<file path="config.mk">
export PLATFORM = sky130hd
export DESIGN_NAME = direct_mapped_cache_tag_unit
export DESIGN_NICKNAME = d
export VERILOG_FILES = /design/src/dmc_pkg.sv /design/src/dmc_ram.sv /design/src/dmc_ctrl.sv /design/src/dmc_dp.sv /design/src/direct_mapped_cache_tag_unit.sv
export SDC_FILE = /design/constraint.sdc
export NUM_CORES = 2
export LEC_CHECK = 0
export BUFFER_PORTS_ARGS = -buffer_cell sky130_fd_sc_hd__clkbuf_2
export CORE_ASPECT_RATIO = 1.2
export CORE_UTILIZATION = 40
export DETAILED_ROUTE_END_ITERATION = 12
export GPL_TIMING_DRIVEN = 0
export MAX_ROUTING_LAYER = met4
export SYNTH_ARGS = -nofsm -noshare
export SYNTH_HDL_FRONTEND = slang
export SYNTH_SLANG_ARGS = --single-unit
</file>
<file path="constraint.sdc">
create_clock -name clk_i -period 5 [get_ports clk_i]
set_input_delay 0 -clock clk_i [delete_from_list [all_inputs] [get_ports clk_i]]
set_output_delay 0 -clock clk_i [all_outputs]
set_load 0.01 [all_outputs]
</file>
<file path="src/dmc_pkg.sv">
// ----------------------------------------------------------------------------
// dmc_pkg
// Shared types and constants of the direct-mapped cache tag unit: field
// split, transfer payloads, controller states and control/status groups.
// ----------------------------------------------------------------------------
package dmc_pkg;

  localparam int unsigned NUM_LINES   = 128;
  localparam int unsigned BLOCK_BYTES = 32;

  localparam int unsigned OFF_BITS  = $clog2(BLOCK_BYTES);
  localparam int unsigned IDX_BITS  = $clog2(NUM_LINES);
  localparam int unsigned ADDR_BITS = 32;
  localparam int unsigned BLK_BITS  = ADDR_BITS - OFF_BITS;
  localparam int unsigned TAG_BITS  = ADDR_BITS - OFF_BITS - IDX_BITS;
  localparam int unsigned SIZE_BITS = 6;

  localparam logic [SIZE_BITS-1:0] FILL_SIZE = SIZE_BITS'(BLOCK_BYTES);

  typedef enum logic {
    OP_READ  = 1'b0,
    OP_WRITE = 1'b1
  } opcode_e;

  typedef struct packed {
    logic [ADDR_BITS-1:0] address;
    logic                 opcode;
  } req_t;

  typedef struct packed {
    logic [OFF_BITS-1:0]  byte_offset;
    logic [BLK_BITS-1:0]  block_number;
    logic [IDX_BITS-1:0]  line_index;
    logic [TAG_BITS-1:0]  addr_tag;
    logic                 miss;
    logic                 mem_read;
    logic [SIZE_BITS-1:0] mem_read_size;
    logic                 mem_write;
    logic                 mem_write_size;
    logic                 replaced;
    logic [TAG_BITS-1:0]  evicted_tag;
  } rsp_t;

  typedef enum logic {
    ST_IDLE   = 1'b0,
    ST_LOOKUP = 1'b1
  } state_e;

  typedef struct packed {
    logic capture;
    logic lookup;
  } cmd_t;

  typedef struct packed {
    logic slot_free;
  } status_t;

endpackage

</file>
<file path="src/dmc_ram.sv">
// ----------------------------------------------------------------------------
// dmc_ram
// Generic single-write, single-read RAM with a registered read port.
// ----------------------------------------------------------------------------
module dmc_ram #(
  parameter int unsigned WIDTH = 8,
  parameter int unsigned DEPTH = 16
) (
  input  logic                     clk_i,
  input  logic                     we_i,
  input  logic [$clog2(DEPTH)-1:0] waddr_i,
  input  logic [WIDTH-1:0]         wdata_i,
  input  logic                     re_i,
  input  logic [$clog2(DEPTH)-1:0] raddr_i,
  output logic [WIDTH-1:0]         rdata_o
);

  logic [WIDTH-1:0] mem_q [DEPTH];
  logic [WIDTH-1:0] rdata_q;

  always_ff @(posedge clk_i) begin
    if (we_i) begin
      mem_q[waddr_i] <= wdata_i;
    end
    if (re_i) begin
      rdata_q <= mem_q[raddr_i];
    end
  end

  assign rdata_o = rdata_q;

endmodule

</file>
<file path="src/dmc_ctrl.sv">
// ----------------------------------------------------------------------------
// dmc_ctrl
// Controller: takes a request transfer, then runs the tag lookup once the
// result register has room.
// ----------------------------------------------------------------------------
module dmc_ctrl (
  input  logic             clk_i,
  input  logic             rst_ni,
  input  logic             in_valid_i,
  output logic             in_stall_o,
  input  dmc_pkg::status_t status_i,
  output dmc_pkg::cmd_t    cmd_o
);
  import dmc_pkg::*;

  state_e state_q, state_d;

  always_ff @(posedge clk_i or negedge rst_ni) begin
    if (!rst_ni) begin
      state_q <= ST_IDLE;
    end else begin
      state_q <= state_d;
    end
  end

  always_comb begin
    state_d = state_q;
    case (state_q)
      ST_IDLE: begin
        if (in_valid_i) state_d = ST_LOOKUP;
      end
      ST_LOOKUP: begin
        if (status_i.slot_free) state_d = ST_IDLE;
      end
      default: state_d = ST_IDLE;
    endcase
  end

  always_comb begin
    in_stall_o     = 1'b1;
    cmd_o.capture  = 1'b0;
    cmd_o.lookup   = 1'b0;
    case (state_q)
      ST_IDLE: begin
        in_stall_o    = 1'b0;
        cmd_o.capture = in_valid_i;
      end
      ST_LOOKUP: begin
        cmd_o.lookup = status_i.slot_free;
      end
      default: begin
        in_stall_o = 1'b1;
      end
    endcase
  end

endmodule

</file>
<file path="src/dmc_dp.sv">
// ----------------------------------------------------------------------------
// dmc_dp
// Datapath: request register, tag RAM, valid bits, hit/miss logic and the
// result register.
// ----------------------------------------------------------------------------
module dmc_dp (
  input  logic             clk_i,
  input  logic             rst_ni,
  input  dmc_pkg::req_t    in_data_i,
  input  dmc_pkg::cmd_t    cmd_i,
  output dmc_pkg::status_t status_o,
  output logic             out_valid_o,
  input  logic             out_stall_i,
  output dmc_pkg::rsp_t    out_data_o
);
  import dmc_pkg::*;

  logic [ADDR_BITS-1:0] addr_q;
  logic                 op_q;
  logic [NUM_LINES-1:0] valid_q, valid_d;
  logic                 out_valid_q, out_valid_d;
  rsp_t                 rsp_q, rsp_d;

  logic [IDX_BITS-1:0]  rd_idx;
  logic [IDX_BITS-1:0]  idx;
  logic [TAG_BITS-1:0]  tag;
  logic [TAG_BITS-1:0]  stored_tag;
  logic                 was_valid;
  logic                 miss;
  logic                 rd_miss;
  logic                 repl;
  logic                 is_write;
  logic                 fill;

  assign rd_idx = in_data_i.address[OFF_BITS +: IDX_BITS];
  assign idx    = addr_q[OFF_BITS +: IDX_BITS];
  assign tag    = addr_q[ADDR_BITS-1 -: TAG_BITS];

  always_ff @(posedge clk_i) begin
    if (cmd_i.capture) begin
      addr_q <= in_data_i.address;
      op_q   <= in_data_i.opcode;
    end
  end

  assign is_write = (op_q == OP_WRITE);
  assign fill     = cmd_i.lookup && !is_write;

  dmc_ram #(
    .WIDTH (TAG_BITS),
    .DEPTH (NUM_LINES)
  ) u_tag_ram (
    .clk_i   (clk_i),
    .we_i    (fill),
    .waddr_i (idx),
    .wdata_i (tag),
    .re_i    (cmd_i.capture),
    .raddr_i (rd_idx),
    .rdata_o (stored_tag)
  );

  assign was_valid = valid_q[idx];
  assign miss      = !was_valid || (stored_tag != tag);
  assign rd_miss   = !is_write && miss;
  assign repl      = rd_miss && was_valid;

  always_comb begin
    valid_d = valid_q;
    if (fill) valid_d[idx] = 1'b1;
  end

  always_ff @(posedge clk_i or negedge rst_ni) begin
    if (!rst_ni) begin
      valid_q <= '0;
    end else begin
      valid_q <= valid_d;
    end
  end

  always_comb begin
    rsp_d.byte_offset    = addr_q[OFF_BITS-1:0];
    rsp_d.block_number   = addr_q[ADDR_BITS-1:OFF_BITS];
    rsp_d.line_index     = idx;
    rsp_d.addr_tag       = tag;
    rsp_d.miss           = miss;
    rsp_d.mem_read       = rd_miss;
    rsp_d.mem_read_size  = rd_miss ? FILL_SIZE : '0;
    rsp_d.mem_write      = is_write;
    rsp_d.mem_write_size = is_write;
    rsp_d.replaced       = repl;
    rsp_d.evicted_tag    = repl ? stored_tag : '0;
  end

  always_ff @(posedge clk_i) begin
    if (cmd_i.lookup) rsp_q <= rsp_d;
  end

  always_comb begin
    out_valid_d = out_valid_q;
    if (cmd_i.lookup) begin
      out_valid_d = 1'b1;
    end else if (!out_stall_i) begin
      out_valid_d = 1'b0;
    end
  end

  always_ff @(posedge clk_i or negedge rst_ni) begin
    if (!rst_ni) begin
      out_valid_q <= 1'b0;
    end else begin
      out_valid_q <= out_valid_d;
    end
  end

  assign status_o.slot_free = !out_valid_q || !out_stall_i;
  assign out_valid_o        = out_valid_q;
  assign out_data_o         = rsp_q;

  a_lookup_room: assert property (@(posedge clk_i) disable iff (!rst_ni)
    cmd_i.lookup |-> (!out_valid_q || !out_stall_i))
    else $error("lookup issued while result register is full");

  a_lookup_shows: assert property (@(posedge clk_i) disable iff (!rst_ni)
    cmd_i.lookup |=> out_valid_q)
    else $error("lookup result not presented");

  a_fill_sets_valid: assert property (@(posedge clk_i) disable iff (!rst_ni)
    fill |=> valid_q[$past(idx)])
    else $error("read did not set the line valid bit");

  a_cmd_exclusive: assert property (@(posedge clk_i) disable iff (!rst_ni)
    !(cmd_i.capture && cmd_i.lookup))
    else $error("capture and lookup in the same cycle");

endmodule

</file>
<file path="src/direct_mapped_cache_tag_unit.sv">
// ----------------------------------------------------------------------------
// direct_mapped_cache_tag_unit
// Tag unit of a direct-mapped, write-through, no-write-allocate cache.
//
//   channel  dir  handshake               payload
//   request  in   in_valid_i / in_stall_o  in_data_i  (dmc_pkg::req_t)
//   result   out  out_valid_o/ out_stall_i out_data_o (dmc_pkg::rsp_t)
//
// A request is first captured while the tag RAM is read (registered read
// port); then the tags are compared, the line is updated and the result
// register is loaded. A request is taken while a result waits downstream;
// the lookup waits until the result register has room. Reset clears all
// valid bits at once; no clearing pass is needed.
// ----------------------------------------------------------------------------
module direct_mapped_cache_tag_unit (
  input  logic          clk_i,
  input  logic          rst_ni,
  input  logic          in_valid_i,
  output logic          in_stall_o,
  input  dmc_pkg::req_t in_data_i,
  output logic          out_valid_o,
  input  logic          out_stall_i,
  output dmc_pkg::rsp_t out_data_o
);
  import dmc_pkg::*;

  cmd_t    cmd;
  status_t status;

  dmc_ctrl u_ctrl (
    .clk_i      (clk_i),
    .rst_ni     (rst_ni),
    .in_valid_i (in_valid_i),
    .in_stall_o (in_stall_o),
    .status_i   (status),
    .cmd_o      (cmd)
  );

  dmc_dp u_dp (
    .clk_i       (clk_i),
    .rst_ni      (rst_ni),
    .in_data_i   (in_data_i),
    .cmd_i       (cmd),
    .status_o    (status),
    .out_valid_o (out_valid_o),
    .out_stall_i (out_stall_i),
    .out_data_o  (out_data_o)
  );

endmodule
</file>
==> results.md <==
- Detailed routing inserted a total of between 50,000 and 60,000 vias.
- The total chip power is around 53 mW.
- The initial antenna violation count is 16.
- STA classifies the critical path endpoint as a register.
- STA puts the critical path data arrival time at around 5.4 ns.
- The detail-routed net length per standard cell is just over 30 um.
- The placed instances occupy a cell area of 0.119 mm^2.
- The sum of overflow across all layers after global routing is 0.
- The initialized floorplan defines ~210 standard-cell rows.
- The worst setup path is launched from a register.
- The cell area that synthesis handed to floorplanning was ~0.11 mm^2.
- The placed wire-length estimate after detailed placement is ~200 mm.
- The most numerous cell in the Yosys netlist is edfxtp_1.
- The number of enable-type register cells in the synthesized netlist is between 2,000 and 3,000.
- The synthesized design devotes to its leading area cell type 74.3% of total area.
- The worst setup path is of the reg2reg kind.
- The distinct cell type count after synthesis is 70.
- The run finished, with violations left.
- The total of flip-flops plus latches after synthesis is 2,799.
- For this design, the sink count on the clock tree is 2,799.
- The number of hold violations in the final report is 0.
- During I/O placement, the number of pins put on the boundary was approximately 130.
- The count of nets left with antenna violations once routing finished came out at 0.
- At the worst endpoint, the required time is 5.75 ns.
- The static leakage power is about 42 nW.
- The largest total area in the synthesized netlist belongs to edfxtp_1.
- The worst IR drop on VDD is roughly 0.00028 V.
- In this run the mean area of a mapped cell was ~22 um^2.
- The final critical delay including setup and external delays is between 4 and 5 ns.
- Summing all non-filler instances in the final layout gives an area of 0.128 mm^2.
- The die area is 0.272 mm^2.
- The via count of the first global-routing pass was 54,564.
- After the last flow step, the layout net total stands at 5,739.
- The slew at the pin closest to its max-slew limit is ~1.7 ns.
- Sorting the synthesized cells by area gives the leading types as edfxtp_1 74%, mux4_2 13%, dfrtp_1 3.0%.
- In this run the clock root is driven by a clkbuf_16.
- Once the clock tree was built, the resizer swapped 0 gates to a different size.
- The worst slew slack as a fraction of its limit is -13.1%.
- The port buffer count is roughly 120.
- Counting every instance in the synthesized netlist gives approximately 5,000.
- The min-delay analysis places its worst path in the category in2reg.
- The number of pins exceeding their max-slew limit in the final report came to 39.
- Among all flip-flop cells after synthesis, the most frequent one is edfxtp_1.
- The worst-case clock buffer depth is 4.
- The final reports fail on max-capacitance violations, max-slew violations.
- The first-pass GRT wire length is 410 mm.
- For this run, the number of Yosys warnings is 0.
- The synthesis-to-layout area growth is 18.8%.
- Ranked by instance count, the synthesized netlist is headed by 2,669 x edfxtp_1, 604 x mux4_2, 262 x mux2i_1.
- In this run, the number of DRC markers left after iteration 0 of detailed routing was around 6,000.
- The post-route clock skew is between 0.07 and 0.08 ns.
- For this configuration, the core starts out at a cell density of approximately 40%.
- The portion of the clock cycle consumed by the worst path in the final layout is approximately 90%.
- Setup violations remaining at the end of the flow were counted as 0.
- The share of the Yosys chip area taken by registers is between 70 and 80%.
- In this run the power density over the cells is roughly 420 mW/mm^2.
- Setup repair after global routing left no endpoint under its margin.
- Static timing analysis puts the maximum clock frequency at roughly 220 MHz.
- The pin count of the biggest net entering global routing is a little over 80.
- TritonCTS built the clock tree.
- The die boundary height is between 500 and 600 um.
- The count of TritonRoute iterations in the first routing pass is 8.
- After clock tree synthesis, the clock-pin slew on the worst setup and hold paths is approximately 0.060 ns.
- The total of max-cap violations is 6.
- The clock latency on the worst-skew pair is slightly below 0.9 ns.
- Among all stages on the critical path, the largest delay is contributed by clkbuf_1.
- The number of levels the H-tree was split into is 5.
- The total core area is 0.268 mm^2.
- The DRC violation count after routing is 0.
- The total routing resource utilization after global routing is ~22%.
- Walking the worst path, the cells encountered are buf_6 -> buf_2 -> clkbuf_8 -> or2_2 -> clkbuf_1 -> clkbuf_1 -> nor2_2 -> buf_8 -> or2_2.
- The via density per instance is roughly 5.7.
- The die width is around 480 um.
- Of all flip-flops after synthesis, the portion carrying an async set or reset was between 4 and 5%.
- In this design, the stage delay of the slowest critical-path cell is roughly 1.2 ns.
- The fraction of final layout cells sized beyond drive strength 1 is 31.1%.
- Along the worst path, the maximum fanout reaches 11.
- The global placement routability congestion is 0.947.
- The number of clock buffers inserted by TritonCTS is about 280.
- The total length of routed wires is 290 mm.
cells by family after synthesis:
| logic type | count (synthesis) | share of synthesized area (%) |
|---|---|---|
| multiplexers | 891 | 15.3 |
| flip-flops | 2799 | 77.3 |
| buffers and inverters | 326 | 1.84 |
| AO/OA/AOI/OAI | 462 | 3.07 |
| AND/OR/NAND/NOR | 501 | 2.36 |
| other | 1 | 0.00347 |
| XOR/XNOR | 20 | 0.162 |
timing repair:
item | 4_1_cts | 5_1_grt
hold buffers | 67 | 0
endpoints found under the hold margin | 276 | 0
buffers inserted | 0 | 0
path summary, 6_finish.rpt:
check | start | end | slack (ns) | cells past startpoint
max in group asynchronous | rst_ni | u_dp.valid_q[102]$_DFFE_PN0P_ | 4.19 | 4
hold reg to reg | u_dp.addr_q[3]$_DFFE_PP_ | u_dp.out_data_o[88]$_DFFE_PP_ | 0.43 | 0
setup reg to reg | u_dp.addr_q[7]$_DFFE_PP_ | u_dp.valid_q[59]$_DFFE_PN0P_ | 0.39 | 9
min in group asynchronous | rst_ni | u_dp.out_valid_o$_DFFE_PN0P_ | 0.26 | 4
setup / recovery | u_dp.addr_q[7]$_DFFE_PP_ | u_dp.valid_q[59]$_DFFE_PN0P_ | 0.39 | 9
hold / removal | in_data_i[8] | u_dp.addr_q[7]$_DFFE_PP_ | 0.06 | 2
cells in the final DEF, fill, tap and decap left out, drive strengths merged, types with 83 or more instances in the layout:
master	netlist	routed
buf	204	435
mux2i	262	262
nand2	83	83
or2	127	127
edfxtp	2669	2669
a22oi	163	163
clkinv	0	89
mux4	604	604
nor2	139	139
clkbuf	110	588
a21oi	100	100
dfrtp	130	130
critical path, delay by kind of cell (launching register included):
kind | cells | cell delay, ns
buffers and inverters | 6 | 3.18
AND/OR/NAND/NOR | 3 | 0.83
flip-flops | 1 | 0.48
metal layers:
layer  vias up  track usage [%]  share of wire (%)
met5         -                -                  0
met4         0             8.89                4.5
met3       480             3.60                6.9
met2      2213             34.8                 49
met1     28809             27.8                 40
li1      22224                -                  -
report_power, final:
group          switching, mW  internal, mW  leakage [nW]
clock                   8.82          11.7          4.25
sequential             0.453          27.0          25.8
combinational           3.40          2.14          12.0
flip-flops by register name, indices dropped and copies added, names as in the netlist:
name and cells:
u_dp.u_tag_ram.mem_q 2560, u_dp.valid_q 128, u_dp.out_data_o 56, u_dp.addr_q 32, u_dp.u_tag_ram.rdata_o 20, u_ctrl.state_q 1
u_dp.is_write 1, u_dp.out_valid_o 1
cell type report:
| class | instances | area [um^2] |
|---|---|---|
| Fill cell | 21773 | 140000 |
| Antenna cell | 4 | 10.0 |
| Tap cell | 3570 | 4470 |
| Multi-Input combinational cell | 1879 | 23100 |
| Buffer | 315 | 1950 |
| Clock inverter | 127 | 1330 |
| Clock buffer | 355 | 7420 |
| Inverter | 11 | 41.3 |
| Timing Repair Buffer | 420 | 6480 |
| Sequential cell | 2799 | 83400 |
per-stage QoR:
step / hold slack (ns) / cells / TNS [ns] / setup slack (ns) / utilization, %
final: 0.0559 / 9480 / 0 / 0.392 / 47.8
after global routing: 0.0279 / 9478 / 0 / 0.479 / 47.8
after CTS: 0.0345 / 9476 / 0 / 0.493 / 47.8
after detailed placement: -0.0243 / 8927 / 0 / 0.507 / 44.3
after global placement: 0.180 / 8697 / -4595.20 / -2.18 / 42.2
after floorplan: -0.296 / 5004 / 0 / 0.693 / -
Note: power is estimated with default switching activity, not from simulation.
